[src/hw/rtl/sbc_pkg.sv]
// Shared types of the segment box clipper.
// No dependencies; imported by every other RTL file but sbc_checker.
`default_nettype none
package sbc_pkg;

    // Per-item control flags that follow the divider pipeline.
    typedef struct packed {
        logic       rej;
        logic [2:0] need_st;
        logic [2:0] need_et;
        logic [2:0] desc;
    } t_side;

endpackage
`default_nettype wire

[src/hw/rtl/sbc_div.sv]
// One restoring divider lane, one quotient bit per pipeline stage.
// Depends on sbc_pkg.
`default_nettype none
module sbc_div #(
    parameter int W = 31,
    parameter int F = 16
) (
    input  logic          i_clk,
    input  logic [F:0]    i_en,
    input  logic [W:0]    i_num,
    input  logic [W:0]    i_den,
    output logic [F:0]    o_q
);
    import sbc_pkg::*;

    localparam int D = W + 1;
    localparam int S = F + 1;

    logic [D:0]   r_rem [S];
    logic [D-1:0] r_den [S];
    logic [F:0]   r_q   [S];
    logic [D:0]   n_rem [S];
    logic [F:0]   n_q   [S];

    always_comb begin
        logic [D:0]   rem, diff;
        logic [D-1:0] den;
        logic [F:0]   q;
        logic         ge;
        for (int k = 0; k < S; k++) begin
            if (k == 0) begin
                rem = {1'b0, i_num};
                den = i_den;
                q   = '0;
            end else begin
                rem = r_rem[k-1];
                den = r_den[k-1];
                q   = r_q[k-1];
            end
            ge   = (rem >= {1'b0, den});
            diff = ge ? (rem - {1'b0, den}) : rem;
            n_rem[k] = {diff[D-1:0], 1'b0};
            n_q[k]   = {q[F-1:0], ge};
        end
    end

    always_ff @(posedge i_clk) begin
        for (int k = 0; k < S; k++) begin
            if (i_en[k]) begin
                r_rem[k] <= n_rem[k];
                r_q[k]   <= n_q[k];
                r_den[k] <= (k == 0) ? i_den : r_den[(k == 0) ? 0 : k-1];
            end
        end
    end

    assign o_q = r_q[S-1];

endmodule
`default_nettype wire

[config.mk]
export PLATFORM = sky130hd
export DESIGN_NAME = sbc_div
export DESIGN_NICKNAME = d
export VERILOG_FILES = /design/src/hw/rtl/sbc_pkg.sv /design/src/hw/rtl/sbc_div.sv
export SDC_FILE = /design/constraint.sdc
export NUM_CORES = 2
export LEC_CHECK = 0
export BUFFER_PORTS_ARGS = -buffer_cell sky130_fd_sc_hd__buf_4
export CAP_MARGIN = 20
export CELL_PAD_IN_SITES_DETAIL_PLACEMENT = 0
export CELL_PAD_IN_SITES_GLOBAL_PLACEMENT = 1
export CORE_ASPECT_RATIO = 1.75
export CORE_UTILIZATION = 47
export DETAILED_ROUTE_END_ITERATION = 12
export PLACE_DENSITY = 0.73
export SYNTH_ARGS = -nofsm -noshare
export SYNTH_HDL_FRONTEND = slang
export SYNTH_SLANG_ARGS = --single-unit
[constraint.sdc]
create_clock -name i_clk -period 7.1 [get_ports i_clk]
set_input_delay 1.42 -clock i_clk [delete_from_list [all_inputs] [get_ports i_clk]]
set_output_delay 1.42 -clock i_clk [all_outputs]
set_load 0.01 [all_outputs]
==> metrics.yaml <==
status:
  status: "completed"
min_path:
  min_path_type: "reg2reg"
  hold_start: "r_q[0][161]"
timing:
  tns_ns: 0
  slew_headroom_pct: 15.0
  finalCritPeriodShare_pct: 69.8
  finalHoldViolCount: 0
  skew_ns: 0.0583
  fmax_mhz: 202
  finalWorstPathRequiredPeriod_ns: 4.96
  tightest_slew_ns: 1.27
  slew_violations: 0
  setup_viol: 0
  hold_slack_ns: 0.405
  grt_setup_unrepaired: "false"
  layout_setup_ws_ns: 2.14
global_route:
  grt_pass1_wl_mm: 275
  grt_start_max_net_pins: 66
  overflow: 0
  grt_use_total_pct: 24.1
  antenna_found_initial: 8
  grt_pass1_vias: 52006
critical_path:
  cp-end-kind: "register"
  timing.rr.start: "r_den[0][65]"
  crit_arrival_ns: 5.47
  cp_data_required_time_ns: 7.61
  path_max_fanout: 40
  critPathLaunch: "r_den[0][65]"
  path_class: "reg2reg"
  startpoint_type: "register"
placed_design:
  dp_worst_setup_slack_ns: 1.72
  gp_congestion: 0.981
  io_buffers: 98
  dp_hpwl_mm: 150
synth:
  synth-seq-area-share_pct: 50.0
  yosysTopAreaCell: "edfxtp_1"
  synth_edf_count: 1177
  synth_most_common_cell: "edfxtp_1"
  ys.flop_type: "edfxtp_1"
  synth_seq_cells: 1177
  syn_avg_cell_area_um2: 11.0
  synth_area_leaders: "edfxtp_1, ha_1, a21oi_1, inv_1, xnor2_1"
  syn_area_um2: 70700
  ys_types: 95
  yosys_warnings: 0
  synth_cells: 6441
  synth_top_area_share_pct: 50.0
  ys_top_cells_by_count: "edfxtp_1, inv_1, ha_1"
  syn-num-nets: 7082
  synthArstFlopShare_pct: 0
power_and_ir_drop:
  ir_drop_mv: 0.269
  leakagePower_uw: 0.0322
  swShare_pct: 39.4
  power_uw: 35700
  p_int_uw: 21700
  power_frac_clock_pct: 17.5
  p_sw_uw: 14100
  power_frac_seq_pct: 31.9
  p_comb_share_pct: 50.6
  p_per_area_nw_per_um2: 461
drt:
  drc: 0
  vias_per_cell: 5.59
  drtPass1Iterations: 5
  vias: 48153
  drt_wl_total_mm: 182
  ant_nets: 0
  drt_iter0_drc: 1713
  wl_per_cell_um: 21.1
cts:
  cts.sinks: 1177
  clockRootBuffer: "clkbuf_16"
  cts_tree: "built"
  ctsHoldBuffers: 0
  post_cts_buffers: 0
  cts_resized: 0
  clockBufferDepth: 3
  clk_latency_ns: 0.77
  cts_made_buffers: 114
  clk_pin_slew_ns: 0.06
  ctsHtreeMaxLevel: 3
layout:
  area_growth_pct: 9.58
  fill_cells: 13246
  ff_latch_area_um2: 35300
  fin_nets: 7174
  drive_above_1_share_pct: 9.88
  multi_input_area_um2: 32000
floorplan:
  num_rows: 187
  io_pins: 99
  dieArea_um2: 152000
  die_x_um: 295
  die_h_um: 515
  core_um2: 149000
  start_util_pct: 47.5
run:
  drv_cap: 0
-- metal layers --
metal,routed length [um],share of wire [%],vias to the layer above,global-route usage [%]
met5,0,0,-,0
met4,19200,11,0,22.6
met3,3450,1.9,586,2.19
met2,115000,63,862,54.8
met1,44000,24,23005,14.1
li1,-,-,23700,-
-- power groups by stage --
stage / clock network [uW] / logic [uW] / registers, uW
2_1_floorplan: 0 / 13500 / 11200
3_3_place_gp: 0 / 17900 / 11500
3_5_place_dp: 0 / 18100 / 11500
4_1_cts: 6380 / 18200 / 11400
5_1_grt: 6620 / 19800 / 11600
6_report: 6240 / 18100 / 11400
-- layout by cell type (no fill, tap or decap), drive strengths merged, types with 14 or more instances in the layout --
cell type	instances
o31a	21
ha	543
nand4	96
o31ai	39
o21ai	359
o21bai	69
a31oi	70
and2	38
a21boi	28
nor2	374
xor2	170
a31o	14
a211oi	34
nor3	86
nor4	17
a211o	16
xnor2	267
clkbuf	127
a21oi	543
and3	48
nand2	381
nand2b	65
o21a	75
a21o	309
nor2b	81
mux2	256
inv	698
buf	159
edfxtp	1177
fa	16
clkinv	58
mux2i	17
o211ai	23
nand3	113
or3	22
-- worst max-delay path, cell delays in order (launching register included) --
cell	delay, ns
edfxtp_1	0.43
inv_1	0.08
ha_1	0.23
nor2b_1	0.16
o31a_1	0.29
o31ai_1	0.51
a21boi_1	0.30
a21o_1	0.30
o31ai_1	0.64
o31a_1	0.37
o211a_1	0.50
buf_4	0.45
mux2_2	0.40
-- cell families (layout without fill, tap and decap cells) --
family	Yosys count	in the layout	share of synthesized area (%)
fa+ha+maj	559	559	10.1
flops	1177	1177	50.0
other cells	0	9	0
simple gates	1382	1382	9.36
buf+inv	877	1064	4.85
xor+xnor	437	437	5.41
compound gates	1736	1736	15.7
mux	273	273	4.61
-- layout make-up --
class / count / area share (%)
Clock inverter: 84 / 1.17
Tap cell: 1984 / 3.20
Timing Repair Buffer: 160 / 1.57
Multi-Input combinational cell: 4387 / 41.3
Inverter: 693 / 3.36
Clock buffer: 127 / 3.75
Antenna cell: 9 / 0.0291
Sequential cell: 1177 / 45.6
-- sequential cells by signal (all words and copies together) (netlist names) --
register	count
r_den	512
r_rem	512
r_q	153
-- worst paths after layout --
path	to	slack, ns	cells after the start
max	r_rem[0][102]	2.14	12
max reg2reg	r_rem[0][102]	2.14	12
min reg2reg	r_q[0][179]	0.41	0
min	r_q[0][179]	0.41	0
-- metrics by stage --
stage | area (um^2) | utilization [%] | std cells
floorplan | 70700 | - | 6441
global placement | 73600 | 49.5 | 8398
detailed placement | 73600 | 49.5 | 8399
CTS | 77400 | 52.0 | 8610
global route | 77500 | 52.1 | 8621
finish | 77500 | 52.1 | 8621
(Power assumes the default switching activity.)
