[src/hw/rtl/sbc_pkg.sv]
// Shared types of the segment box clipper.
// No dependencies; imported by every other RTL file but sbc_checker.
`default_nettype none
package sbc_pkg;

    // Per-item control flags that follow the divider pipeline.
    typedef struct packed {
        logic       rej;
        logic [2:0] need_st;
        logic [2:0] need_et;
        logic [2:0] desc;
    } t_side;

endpackage
`default_nettype wire

[src/hw/rtl/sbc_front.sv]
// Front end: slab bounds, per-axis reject and division operands.
// Depends on sbc_pkg.
`default_nettype none
module sbc_front #(
    parameter int W = 31
) (
    input  logic                 i_clk,
    input  logic [1:0]           i_en,
    input  logic signed [W-1:0]  i_c [3],
    input  logic [W-2:0]         i_r,
    input  logic signed [W-1:0]  i_s [3],
    input  logic signed [W-1:0]  i_e [3],
    output logic signed [W-1:0]  o_s [3],
    output logic [W:0]           o_num_st [3],
    output logic [W:0]           o_num_et [3],
    output logic [W:0]           o_den [3],
    output sbc_pkg::t_side       o_side
);
    import sbc_pkg::*;

    localparam int D = W + 1;

    logic signed [W-1:0] r_s  [3];
    logic signed [W-1:0] r_e  [3];
    logic signed [W:0]   r_hi [3];
    logic signed [W:0]   r_lo [3];

    logic [D-1:0] n_num_st [3];
    logic [D-1:0] n_num_et [3];
    logic [D-1:0] n_den    [3];
    t_side        n_side;
    logic [D-1:0] r_num_st [3];
    logic [D-1:0] r_num_et [3];
    logic [D-1:0] r_den    [3];
    logic signed [W-1:0] r_s2 [3];
    t_side        r_side;

    // Stage A: slab bounds.
    always_ff @(posedge i_clk) begin
        if (i_en[0]) begin
            for (int a = 0; a < 3; a++) begin
                r_s[a]  <= i_s[a];
                r_e[a]  <= i_e[a];
                r_hi[a] <= $signed({i_c[a][W-1], i_c[a]}) + $signed({2'b00, i_r});
                r_lo[a] <= $signed({i_c[a][W-1], i_c[a]}) - $signed({2'b00, i_r});
            end
        end
    end

    // Stage B: reject tests and numerators.
    always_comb begin
        logic signed [W+1:0] s2, e2, hi2, lo2;
        logic signed [W+1:0] d_lo_s, d_hi_s, d_s_hi, d_s_lo, d_es, d_se;
        logic rej;
        rej = 1'b0;
        n_side = '0;
        for (int a = 0; a < 3; a++) begin
            s2  = {{2{r_s[a][W-1]}}, r_s[a]};
            e2  = {{2{r_e[a][W-1]}}, r_e[a]};
            hi2 = {r_hi[a][W], r_hi[a]};
            lo2 = {r_lo[a][W], r_lo[a]};
            d_lo_s = lo2 - s2;
            d_hi_s = hi2 - s2;
            d_s_hi = s2 - hi2;
            d_s_lo = s2 - lo2;
            d_es   = e2 - s2;
            d_se   = s2 - e2;
            n_side.desc[a] = (s2 > e2);
            if (s2 < e2) begin
                rej = rej | (s2 > hi2) | (e2 < lo2);
                n_side.need_st[a] = (lo2 > s2);
                n_side.need_et[a] = (e2 > hi2);
                n_num_st[a] = d_lo_s[D-1:0];
                n_num_et[a] = d_hi_s[D-1:0];
                n_den[a]    = d_es[D-1:0];
            end else begin
                rej = rej | (e2 > hi2) | (s2 < lo2);
                n_side.need_st[a] = (hi2 < s2);
                n_side.need_et[a] = (e2 < lo2);
                n_num_st[a] = d_s_hi[D-1:0];
                n_num_et[a] = d_s_lo[D-1:0];
                n_den[a]    = d_se[D-1:0];
            end
            // Feed a harmless operand pair to unused dividers.
            if (!n_side.need_st[a]) n_num_st[a] = '0;
            if (!n_side.need_et[a]) n_num_et[a] = '0;
        end
        n_side.rej = rej;
    end

    always_ff @(posedge i_clk) begin
        if (i_en[1]) begin
            r_num_st <= n_num_st;
            r_num_et <= n_num_et;
            r_den    <= n_den;
            r_s2     <= r_s;
            r_side   <= n_side;
        end
    end

    assign o_s      = r_s2;
    assign o_num_st = r_num_st;
    assign o_num_et = r_num_et;
    assign o_den    = r_den;
    assign o_side   = r_side;

endmodule
`default_nettype wire

[config.mk]
export PLATFORM = sky130hd
export DESIGN_NAME = sbc_front
export DESIGN_NICKNAME = d
export VERILOG_FILES = /design/src/hw/rtl/sbc_pkg.sv /design/src/hw/rtl/sbc_front.sv
export SDC_FILE = /design/constraint.sdc
export NUM_CORES = 2
export LEC_CHECK = 0
export ABC_AREA = 0
export CAP_MARGIN = 20
export CELL_PAD_IN_SITES_DETAIL_PLACEMENT = 0
export CELL_PAD_IN_SITES_GLOBAL_PLACEMENT = 1
export CORE_ASPECT_RATIO = 0.6
export CORE_MARGIN = 4
export CORE_UTILIZATION = 43
export CTS_BUF_LIST = sky130_fd_sc_hd__clkbuf_8
export CTS_CLUSTER_SIZE = 28
export DETAILED_ROUTE_END_ITERATION = 10
export DONT_BUFFER_PORTS = 1
export PLACE_DENSITY_LB_ADDON = 0.1
export SYNTH_ARGS = -nofsm -noshare
export SYNTH_HDL_FRONTEND = slang
export SYNTH_SLANG_ARGS = --single-unit
[constraint.sdc]
create_clock -name i_clk -period 3.4 [get_ports i_clk]
set_clock_uncertainty 0.05 [all_clocks]
set_input_delay 0.51 -clock i_clk [delete_from_list [all_inputs] [get_ports i_clk]]
set_output_delay 0.51 -clock i_clk [all_outputs]
set_load 0.05 [all_outputs]
==> metrics <==
largest net degree at the start of global routing=392; critical path endpoint category=flop; async set-reset flop share out of synthesis=0%; clock tree sinks=766; first-pass GRT wire length=482.3 mm; R2R cell count=12; H-tree depth=4; area delta synth->final=43.75%; PwrDens=610.3 nW/um^2; # setup viols final=between 200 and 300; Die Wd=approximately 530 um; CTS Root Cell=clkbuf_8; Worst-Margin Slew=2150 ps; post-synth cell types=102; yosys warns=0; Post-synth top cells=ha_1 (935), a21oi_1 (871), edfxtp_1 (766), inv_1 (650), nor2_1 (634); Post-DP Area=between 80000 and 90000 sq um; layer with the highest usage=met1; critical setup path kind=reg -> reg; Post-Route WL=354.2 mm; met1 usage=around three fifths; Port Buffer Count=0; Die Y=318.9 um; Post-Layout Inst Area=99570 sq um; reg2reg setup slack=-540 ps; initial drt markers=9409; CP peak stage delay=580 ps; met3 Use GR=13.35%; Critical Path Sink=o_num_et[60]; via count normalized by instance count=5.975; critical path's slowest cell=a2111oi_4; post-route clock period utilization=115.8%; startpoint types=flop; Mapped Area=69260 sq um; synth top area cells=edfxtp_1 (33%), ha_1 (17%), a21oi_1 (6.3%); status=finished with violations; Worst IR Drop VDD=397.7 uV; Worst Path Max Fanout=7; vias=slightly above 70000; Tot GR Track Use=39.18%; vias in the first global route=66660; dominant cell type by area after synthesis=edfxtp_1; Hold Vio Cnt, Final=114; share of layout cells above drive strength 1=32.68%; final net count=11180; hold-critical path depth=0; leakage=between 40 and 50 nW; drt pass-1 iters=6; class of the tightest hold or removal check=in -> reg; setup ws final=-535.9 ps; CORE AREA=159200 sq um; WP data required=~4000 ps; Initial Util=43.51%; Wirelength per Cell=just under 30 um; Rel. slew slack=-43.36%; post-layout minimum cycle time=between 3000 and 4000 ps; Syn Inst Count=between 7000 and 8000; ANT nets after route=0; max-cap viol count=0; I/O Pins=around 700; CP dominant cell by count=a2111oi_4; Seq/Total Area, Yosys=33.21%; Worst Setup SP=r_e[0][36]; dpl cells=11440; most numerous cell in the Yosys netlist=ha_1; syn avg cell area=9.030 sq um; Syn Nets=8941; die area=~170000 sq um; deepest clock path buffer count=4; row count=113; final hold slack=-274.2 ps; maximum clock rate=roughly 0.25 GHz; Placer Congestion=1.043; RR Startpoint=r_e[0][36]; clk slew on worst S/H paths=70 ps; M2 GR Usage=51.31%; Clk Latency, worst-skew pair=930 ps; top_reg_cell synth=edfxtp_1; FF+latch count, synth=766; CTS tree=yes; failing checks=hold timing, slew limit, setup timing; DP HPWL=278.2 mm; share of the synthesized area in the top cell type=33.21%; worst-path cell chain=ha_4, or3_4, o221ai_4, a2111oi_4, a2111oi_4, o311ai_4, a211oi_4, mux2i_2, and2_4, buf_12, buf_16, a21oi_4; Pins Over Slew Limit=between 150 and 200; antenna violations before repair=31; TritonCTS Buffers=about 140; RSZ-0062 raised after global routing=true; DRC=0; Post-Layout Cell Count=12170; CP arrival=4540 ps; r2r endpoint=o_num_et[60]; total gr overflow=0; Post-synth EDFFs=roughly 770
## what timing repair did
item | 4_1_cts | 5_1_grt
cloned | 15 | 20
hold endpoints to repair | 816 | 280
endpoints found under the setup margin | 295 | 306
hold buffers | 215 | 1
buffers inserted | 73 | 190
resized for setup | 479 | 882
pin swaps | 134 | 320
## power breakdown
group	switching, mW	internal (mW)
Combinational	18.6	15.2
Sequential	4.79	12.8
Clock	4.59	4.82
## worst min path at each step
stage / from / to / slack [ps]
CTS: i_en[1] / o_den[87] / -360
finish: i_en[0] / r_e[0][20] / -270
floorplan: r_s[0] / o_s[0] / 440
detailed placement: r_s[40] / o_s[40] / 420
global route: i_en[0] / r_e[0][20] / -350
global placement: r_s[40] / o_s[40] / 410
## routing by layer
metal / share of wire (%) / routed length (um)
met1: 45 / 159900
met2: 38 / 134500
met3: 14 / 48240
met4: 3.2 / 11350
met5: 0.039 / 137
## logic make-up after synthesis
logic type      Yosys count  share of synthesized area, %
simple gates           1859                         12.70
xor+xnor                534                         6.753
flops                   766                         33.21
mux                      60                        0.8816
compound gates         2482                         23.08
buf+inv                1010                         5.792
fa+ha+maj               959                         17.58
## area by class of cell
class | count | area [sq um]
clock buffers | 141 | 1941
diodes | 32 | 80.08
fillers | 13560 | 59630
well taps | 2127 | 2661
clock inverters | 100 | 788.3
repair buffers | 2457 | 20960
multi-input cells | 5894 | 47650
inverters | 653 | 2480
flip-flops and latches | 766 | 23000
## flip-flops by register name (all words and copies together), names as in the netlist, 93 cells and up
signal / count
o_den: 96
o_num_et: 96
o_num_st: 96
r_lo: 96
o_s: 93
r_e: 93
r_hi: 93
r_s: 93
## through the flow
step	setup TNS [ps]	power, mW	setup slack (ps)	util, %	hold slack, ps
floorplan	0	30.68	13.13	-	436.5
global placement	-171870	43.81	-1471	53.90	413.5
detailed placement	-178510	43.88	-1397	53.90	424.6
CTS	-53360	55.80	-420.1	58.94	-360.9
global route	-85860	62.95	-558.4	62.52	-349.6
finish	-69930	60.76	-535.9	62.54	-274.2
## cells in the final DEF, fill, tap and decap left out, types with 137 or more instances in the layout
master,synthesis,final
a21o_1,364,362
a21oi_1,871,723
buf_4,9,2000
buf_6,8,137
clkbuf_8,0,141
dlygate4sd3_1,0,214
edfxtp_1,766,766
ha_1,935,866
inv_1,650,610
nand2_1,428,410
nor2_1,634,552
o21ai_0,375,297
xnor2_1,361,341
xor2_1,173,167
## critical path, delay by kind of cell, from the launching register on
| kind | cells | cell delay (ps) |
|---|---|---|
| muxes | 1 | 330 |
| adders and majority gates | 1 | 200 |
| and+or+nand+nor | 2 | 610 |
| DFF | 1 | 450 |
| buffers and inverters | 2 | 380 |
| AOI/OAI and AO/OA | 6 | 1630 |
(Power assumes the default switching activity.)
