[config.mk]
export PLATFORM = sky130hd
export DESIGN_NAME = sbc_delay
export DESIGN_NICKNAME = d
export VERILOG_FILES = /design/src/hw/rtl/sbc_pkg.sv /design/src/hw/rtl/sbc_delay.sv
export SDC_FILE = /design/constraint.sdc
export NUM_CORES = 1
export LEC_CHECK = 0
export BUFFER_PORTS_ARGS = -buffer_cell sky130_fd_sc_hd__buf_2
export CORE_UTILIZATION = 24
export DETAILED_ROUTE_END_ITERATION = 16
export HOLD_SLACK_MARGIN = 0.02
export PLACE_DENSITY = 0.43
export SLEW_MARGIN = 10
export SYNTH_ARGS = -nofsm -noshare
export SYNTH_HDL_FRONTEND = slang
export SYNTH_SLANG_ARGS = --single-unit
[constraint.sdc]
create_clock -name i_clk -period 1.3 [get_ports i_clk]
set_clock_uncertainty 0.2 [all_clocks]
set_input_delay 0.26 -clock i_clk [delete_from_list [all_inputs] [get_ports i_clk]]
set_output_delay 0.26 -clock i_clk [all_outputs]
set_load 0.01 [all_outputs]
[src/hw/rtl/sbc_pkg.sv]
// Shared types of the segment box clipper.
// No dependencies; imported by every other RTL file but sbc_checker.
`default_nettype none
package sbc_pkg;

    // Per-item control flags that follow the divider pipeline.
    typedef struct packed {
        logic       rej;
        logic [2:0] need_st;
        logic [2:0] need_et;
        logic [2:0] desc;
    } t_side;

endpackage
`default_nettype wire

[src/hw/rtl/sbc_delay.sv]
// Delay line that carries side data alongside the divider stages.
// Depends on sbc_pkg.
`default_nettype none
module sbc_delay #(
    parameter int DW    = 8,
    parameter int DEPTH = 2
) (
    input  logic             i_clk,
    input  logic [DEPTH-1:0] i_en,
    input  logic [DW-1:0]    i_data,
    output logic [DW-1:0]    o_data
);
    import sbc_pkg::*;

    logic [DW-1:0] r_tap [DEPTH];

    always_ff @(posedge i_clk) begin
        for (int k = 0; k < DEPTH; k++) begin
            if (i_en[k]) begin
                r_tap[k] <= (k == 0) ? i_data : r_tap[(k == 0) ? 0 : k-1];
            end
        end
    end

    assign o_data = r_tap[DEPTH-1];

endmodule
`default_nettype wire

==> impl_metrics.tcl, run 1 <==
set metrics [dict create \
    syn_inst 24 \
    drv_cap 0 \
    worst-path-buf-inv 1 \
    synth_top_area_share_pct 88.89 \
    cp-end-kind "output pin" \
    cts_buffer_depth 2 \
    place_area_sq_um 604.3 \
    syn_nets 35 \
    vias_per_cell 3.397 \
    dr_total_vias 248 \
    fin_crit_ns 1.249 \
    synth_seq_area_share_pct 88.89 \
    antennaDiodeCount 0 \
    grt_pass1_vias 235 \
    design_area_sq_um 710.7 \
    min_from "i_en[1]" \
    cp.required_ns 0.84 \
    syn_avg_cell_area_sq_um 22.52 \
    finalSetupViolCount 0 \
    finalHoldViolCount 0 \
    drv_slew 0 \
    rows 16 \
    power_frac_comb_pct 6.9 \
    cts-root-buf "clkbuf_4" \
    ant_nets 0 \
    synth_top_family_by_area "buffers and inverters" \
    drive_gt1_share_pct 45.65 \
    cts_setup_buffers 0 \
    numClockSinks 16 \
    clk_pin_slew_worst_paths_ns 0.09 \
    slew_headroom_pct 88.33 \
    r2r_start "r_tap[0][2]" \
    largestRegisters "r_tap: 16 flops" \
    dieArea_sq_um 2446 \
    io_buffers 18 \
    synth_flop_cell "edfxtp_1" \
    dp_slack_ns 0.3340 \
    pwr_density_cell_nw_per_um2 1307 \
    synth_cell_types 2 \
    cts_tree "yes" \
    synth_largest_area_cell "edfxtp_1" \
    pwr-share-clk_pct 26.5 \
    worst_slack_ns 0.05053 \
    cpPeakStageDelay_ns 0.37 \
    seqPwrFrac_pct 66.6 \
    internal_power_uw 758.2 \
    grt_max_degree 10 \
    largest_reg_flops 16 \
    synthAdderAreaFrac_pct 0 \
    fin_setup_tns_ns 0 \
    ys.warnings.count 0 \
    syn_area_sq_um 540.5 \
    reg2reg_to "r_tap[0][10]" \
    async_flop_share_pct 0 \
    synth-edff-count 16 \
    worst_pin_slew_ns 0.1750 \
    switchingPower_uw 170.7 \
    synth_common_cells "edfxtp_1, buf_4" \
    hold_class "in -> reg" \
    status "finished clean" \
    synth_xor_area_share_pct 0 \
    fin_nets 58 \
    start_util_pct 26.47 \
    cts_max_level 1 \
    multi_input_area_sq_um 0 \
    area_growth_pct 31.48 \
    cp_slowest_cell "edfxtp_1" \
    arrival_ns 0.79 \
    hold_end "r_tap[0][14]" \
    reg2reg_slack_ns 0.45 \
    grt_overflow_total 0 \
    drc 0 \
    crit_cells 1 \
    place.gp.congestion 0.5696 \
    drt_iter0_markers 0 \
    finalCritPeriodShare_pct 96.11 \
    r2r_cells 0 \
    first_pass_iters 1 \
    grt_pass1_wl_um 897 \
    critPathKind "reg -> out" \
    fmax_mhz 800.3 \
    drt-total-wl_um 611 \
    die_h_um 49.46 \
    start_kind "flop" \
    synth_mux_area_share_pct 0 \
    ys_seq_elements 16 \
    cp_top_family "flip-flops" \
    clock_latency_ns 0.27 \
    core-area_sq_um 2042 \
    synth.most_common_cell "edfxtp_1" \
    utilization_pct 34.80 \
    track_usage_pct 5.325 \
    path_max_fanout 1 \
    whs_path_depth 1 \
    yosys.area_share.simple_pct 0 \
    leakagePower_nw 0.2762 \
    path_cells "buf_2" \
    die_w_um 49.46 \
    rsz0062_at_grt "false" \
    avgRoutedWirePerCell_um 8.370 \
    synth_compound_area_share_pct 0 \
    comb.multi_input.count 0 \
    antenna_found_initial 0 \
    synth.area.top_cells "edfxtp_1, buf_4" \
    hold-worst-slack_ns 0.1118 \
    vdd_drop_max_mv 0.4849 \
    cts_made_buffers 3 \
    pin_count 19 \
    switching_share_pct 18.38 \
    largest_register "r_tap" \
]
[power groups by stage]
stage	Combinational, mW	Clock [mW]	Sequential, mW
2_1_floorplan	0.0313	0	0.629
3_3_place_gp	0.0458	0	0.630
3_5_place_dp	0.0473	0	0.632
4_1_cts	0.0650	0.263	0.620
5_1_grt	0.0693	0.279	0.622
6_report	0.0641	0.246	0.619
[metrics by stage]
step	power [mW]	instances
floorplan	0.6603	24
global placement	0.6761	61
detailed placement	0.6793	61
CTS	0.9480	73
global route	0.9706	73
finish	0.9289	73
[layout by cell type (no fill, tap or decap)]
cell / count
edfxtp_1: 16
clkbuf_4: 3
dlygate4sd3_1: 8
clkinv_1: 1
buf_2: 18
[layout make-up]
type	count	area, sq um
Fill cell	215	1331
Timing Repair Buffer	26	170.2
Clock inverter	1	3.754
Tap cell	27	33.78
Clock buffer	3	22.52
Sequential cell	16	480.5
[timing repair]
| action | in CTS | in global routing |
|---|---|---|
| gates resized for setup | 0 | 0 |
| hold buffers | 8 | 0 |
| hold endpoints to repair | 8 | 0 |
[how the worst max path moves through the flow]
stage	start	endpoint	slack, ns
after global placement	r_tap[0][12]	o_data[4]	0.35
after CTS	r_tap[0][10]	o_data[2]	0.03
after global routing	r_tap[0][10]	o_data[2]	0.009
after detailed placement	i_en[0]	r_tap[0][2]	0.33
final	r_tap[0][10]	o_data[2]	0.05
after floorplan	r_tap[0][8]	o_data[0]	0.36
[logic make-up after synthesis]
group	count (synthesis)
DFF	16
buffers and inverters	8
[layer usage]
metal	vias up	global-route usage [%]	routed length, um
met5	-	0	0
met3	2	2.469	68
li1	125	-	-
met4	0	5.714	4
met1	107	4.339	241
met2	14	8.904	297
Note: power is estimated with default switching activity, not from simulation.
==> inputs of run 2 (changes only) <==
--- a/config.mk
+++ b/config.mk
@@ -6,10 +6,12 @@
 export NUM_CORES = 1
 export LEC_CHECK = 0
 export BUFFER_PORTS_ARGS = -buffer_cell sky130_fd_sc_hd__buf_2
+export CAP_MARGIN = 30
 export CORE_UTILIZATION = 24
 export DETAILED_ROUTE_END_ITERATION = 16
 export HOLD_SLACK_MARGIN = 0.02
 export PLACE_DENSITY = 0.43
+export RECOVER_POWER = 100
 export SLEW_MARGIN = 10
 export SYNTH_ARGS = -nofsm -noshare
 export SYNTH_HDL_FRONTEND = slang
==> run 2 against run 1 <==
Net effect:
- clock power about the same
- critical path depth unchanged
- critical path type unchanged
- first-iteration DRC count unchanged
- largest power group unchanged
- worst hold slack better by 0.080 ns
- sequential share of layout area up 0.24 points
- combinational power down 2%
==> impl_metrics.tcl, run 2 (same netlist as run 1, synthesis figures left out) <==
set metrics [dict create \
    finalHoldViolCount 0 \
    rows 16 \
    leakagePower_nw 0.2720 \
    grt_overflow_total 0 \
    final_common_cell "edfxtp_1" \
    antennaDiodeCount 0 \
    multi_input_area_sq_um 0 \
    fin_crit_ns 1.250 \
    largest_register "r_tap" \
    place.gp.congestion 0.5696 \
    vias_per_cell 3.397 \
    fillers 214 \
    whs_path_depth 1 \
    largestRegisters "r_tap: 16 flops" \
    r2r_start "r_tap[0][2]" \
    dp_cells 61 \
    pin_count 19 \
    area_growth_pct 31.02 \
    numClockSinks 16 \
    worst_pin_slew_ns 0.4134 \
    io_buffers 18 \
    grt_pass1_wl_um 897 \
    vdd_drop_max_mv 0.4850 \
    comb.multi_input.count 0 \
    drv_slew 0 \
    cts_max_level 1 \
    drive_gt1_share_pct 41.30 \
    cp_top_family "flip-flops" \
    fmax_mhz 800.3 \
    core-area_sq_um 2042 \
    cpPeakStageDelay_ns 0.37 \
    start_kind "flop" \
    track_usage_pct 5.325 \
    largest_reg_flops 16 \
    antenna_found_initial 0 \
    pwr_density_cell_nw_per_um2 1311 \
    reg2reg_to "r_tap[0][10]" \
    dp_slack_ns 0.3340 \
    p_total_uw 928.6 \
    drt_iter0_markers 0 \
    slew_headroom_pct 72.44 \
    dieArea_sq_um 2446 \
    cp_slowest_cell "edfxtp_1" \
    drc 0 \
    status "finished clean" \
    finalNonFillerCells 73 \
    fin_nets 58 \
    grt_pass1_vias 235 \
    critPathKind "reg -> out" \
    arrival_ns 0.79 \
    clk_pin_slew_worst_paths_ns 0.09 \
    cts_buffer_depth 2 \
    cp.required_ns 0.84 \
    first_pass_iters 1 \
    drv_cap 0 \
    regArea_sq_um 480.5 \
    fin_setup_tns_ns 0 \
    dr_total_vias 248 \
    cp-end-kind "output pin" \
    hold_end "r_tap[0][14]" \
    finalSetupViolCount 0 \
    path_max_fanout 1 \
    ant_nets 0 \
    rsz0062_at_grt "false" \
    die_h_um 49.46 \
    min_from "i_en[1]" \
    worst-path-buf-inv 1 \
    start_util_pct 26.47 \
    cts_setup_buffers 0 \
    path_cells "buf_2" \
    cts-root-buf "clkbuf_4" \
    mostFrequentLayoutCells "edfxtp_1, buf_2, dlygate4sd3_1" \
    clock_latency_ns 0.27 \
    hold_class "in -> reg" \
    worst_slack_ns 0.05047 \
    reg2reg_slack_ns 0.45 \
    drt-total-wl_um 615 \
    grt_max_degree 10 \
    die_w_um 49.46 \
    finalCritPeriodShare_pct 96.12 \
    design_area_sq_um 708.2 \
    place_area_sq_um 604.3 \
    r2r_cells 0 \
    avgRoutedWirePerCell_um 8.425 \
    cts_tree "yes" \
    cts_made_buffers 3 \
]
-- run 2: worst max path at each step --
| stage | depth (start not counted) | endpoint | startpoint | slack, ns |
|---|---|---|---|---|
| after floorplan | 1 | o_data[0] | r_tap[0][8] | 0.36 |
| after global placement | 1 | o_data[4] | r_tap[0][12] | 0.35 |
| after detailed placement | 1 | r_tap[0][2] | i_en[0] | 0.33 |
| after CTS | 1 | o_data[2] | r_tap[0][10] | 0.03 |
| after global routing | 1 | o_data[2] | r_tap[0][10] | 0.009 |
| final | 1 | o_data[2] | r_tap[0][10] | 0.05 |
-- run 2: through the flow --
stage	utilization [%]	hold slack (ns)
after floorplan	-	0.1589
after global placement	29.60	0.2104
after detailed placement	29.60	0.2045
after CTS	34.80	0.1061
after global routing	34.68	0.2021
final	34.68	0.1919
-- run 2: what timing repair did --
| item | 4_1_cts | 5_1_grt |
|---|---|---|
| hold buffers | 8 | 0 |
| gates resized for setup | 0 | 0 |
| setup endpoints to repair | 0 | 0 |
| hold endpoints to repair | 8 | 0 |
-- run 2: power by group --
part,leakage [nW],switching (mW),internal [mW]
registers,0.157,0.00877,0.611
logic,0.100,0.0276,0.0354
clock network,0.0154,0.135,0.111
-- run 2: layout make-up --
class | instances | area share [%]
clock inverters | 1 | 0.5300
flip-flops and latches | 16 | 67.84
well taps | 27 | 4.770
clock buffers | 3 | 3.180
repair buffers | 26 | 23.67
-- run 2: metal layers --
metal	share of wire [%]	vias up	wire length, um	GRT usage (%)
met3	11	2	69	2.469
li1	-	125	-	-
met2	48	14	296	8.904
met4	0.65	0	4	5.714
met1	40	107	245	4.339
met5	0	-	0	0
==> inputs of run 3 (changes only) <==
--- a/config.mk
+++ b/config.mk
@@ -5,8 +5,10 @@
 export SDC_FILE = /design/constraint.sdc
 export NUM_CORES = 1
 export LEC_CHECK = 0
+export ABC_AREA = 1
 export BUFFER_PORTS_ARGS = -buffer_cell sky130_fd_sc_hd__buf_2
 export CAP_MARGIN = 30
+export CORE_MARGIN = 2
 export CORE_UTILIZATION = 24
 export DETAILED_ROUTE_END_ITERATION = 16
 export HOLD_SLACK_MARGIN = 0.02
==> run 3 against run 2 <==
Net effect:
- sequential cell count is the same
- power down 1.5%
- sequential share of layout area is 0.24 points higher
- first-iteration DRC count increased by 8
- fmax grew 1.7%
- clock-buffer cell count unchanged
- critical path depth did not move
- sequential power barely moved
- via count fell by 2.0%
- worst setup slack gained 0.021 ns
- register-to-register slack better by 0.02 ns
- die area increased by 8.3%
- critical path type unchanged
- largest cell class unchanged
- largest power group unchanged
==> impl_metrics.tcl, run 3 (same netlist as run 1, synthesis figures left out) <==
set metrics [dict create \
    top_layer_used "met3" \
    hold_end "r_tap[0][11]" \
    met1Wirelength_um 197 \
    hold-worst-slack_ns 0.1943 \
    comb.multi_input.count 0 \
    vias_per_cell 3.329 \
    cts_buffer_depth 2 \
    final_common_cell "edfxtp_1" \
    place.gp.congestion 0.5713 \
    grt_pass1_wl_um 1159 \
    drc 0 \
    hold_class "in -> reg" \
    drv_cap 0 \
    path_cells "clkbuf_2" \
    largestRegisters "r_tap: 16 flops" \
    start_kind "flop" \
    worst-path-buf-inv 1 \
    finalNonFillerCells 73 \
    dieArea_sq_um 2648 \
    slew_headroom_pct 72.47 \
    cts-root-buf "clkbuf_4" \
    fillers 226 \
    finalHoldViolCount 0 \
    cp_slowest_cell "edfxtp_1" \
    finalCritPeriodShare_pct 94.54 \
    antenna_found_initial 0 \
    pwr_density_cell_nw_per_um2 1296 \
    cts_max_level 1 \
    worst_pin_slew_ns 0.4129 \
    area_growth_pct 30.56 \
    track_usage_pct 6.510 \
    cts_made_buffers 3 \
    drv_slew 0 \
    arrival_ns 0.77 \
    io_buffers 18 \
    die_w_um 51.46 \
    largest_reg_flops 16 \
    numClockSinks 16 \
    cp-end-kind "output pin" \
    avgRoutedWirePerCell_um 9.123 \
    first_pass_iters 2 \
    design_area_sq_um 705.7 \
    vdd_drop_max_mv 0.6180 \
    reg2reg_to "r_tap[0][14]" \
    clock_latency_ns 0.27 \
    grt_overflow_total 0 \
    drt-total-wl_um 666 \
    rsz0062_at_grt "true" \
    critPathKind "reg -> out" \
    cp_top_family "flip-flops" \
    dr_total_vias 243 \
    whs_path_depth 1 \
    r2r_cells 0 \
    drt_iter0_markers 8 \
    grt_max_degree 9 \
    fin_crit_ns 1.229 \
    status "finished clean" \
    fin_nets 58 \
    die_h_um 51.46 \
    rows 17 \
    finalSetupViolCount 0 \
    cts_tree "yes" \
    clk_pin_slew_worst_paths_ns 0.08 \
    utilization_pct 32.53 \
    met3_length_um 60 \
    min_from "i_en[1]" \
    core-area_sq_um 2170 \
    place_area_sq_um 605.6 \
    multi_input_area_sq_um 0 \
    ctsResizeCount 0 \
    path_max_fanout 1 \
    wl_met2_um 408 \
    dp_cells 62 \
    ant_nets 0 \
    r2r_start "r_tap[0][6]" \
    grt_pass1_vias 298 \
    antennaDiodeCount 0 \
    mostFrequentLayoutCells "edfxtp_1, buf_2, dlygate4sd3_1" \
    leakagePower_nw 0.2707 \
    drive_gt1_share_pct 42.22 \
    start_util_pct 24.91 \
    pin_count 19 \
    cp.required_ns 0.84 \
    cpPeakStageDelay_ns 0.37 \
    reg2reg_slack_ns 0.47 \
    fmax_mhz 813.7 \
    largest_register "r_tap" \
    regArea_sq_um 480.5 \
    p_total_uw 914.9 \
]
run 3: report_power, final:
group / leakage (nW) / internal, mW / switching (mW)
logic: 0.100 / 0.0355 / 0.0287
registers: 0.157 / 0.611 / 0.00838
clock network: 0.0138 / 0.107 / 0.124
total: 0.271 / 0.753 / 0.161
run 3: layout make-up:
cell class,count,share of cell area [%]
flip-flops and latches,16,68.09
clock buffers,3,3.191
repair buffers,26,23.76
well taps,28,4.965
run 3: routing by layer:
| metal | vias up | GRT usage [%] |
|---|---|---|
| met5 | - | 0 |
| met4 | 0 | 5.263 |
| met3 | 0 | 3.216 |
| met2 | 12 | 12.82 |
| met1 | 109 | 4.128 |
| li1 | 122 | - |
run 3: repair_timing:
item                       CTS  global route
setup buffers                0             0
hold buffers                 8             0
hold endpoints to repair     8             0
setup endpoints to repair    0             1
run 3: worst max-delay path by stage:
stage / slack, ns / to / depth (start not counted) / startpoint
floorplan: 0.36 / o_data[0] / 1 / r_tap[0][8]
global placement: 0.35 / r_tap[0][10] / 1 / i_en[1]
detailed placement: 0.34 / r_tap[0][5] / 1 / i_en[0]
CTS: 0.04 / o_data[5] / 1 / r_tap[0][13]
global route: -0.009 / o_data[6] / 1 / r_tap[0][14]
finish: 0.07 / o_data[5] / 1 / r_tap[0][13]
run 3: metrics by stage:
step                      setup slack, ns   TNS [ns]
after floorplan                    0.3644          0
after global placement             0.3487          0
after detailed placement           0.3417          0
after CTS                         0.04124          0
after global routing            -0.008940  -0.008940
final                             0.07103          0
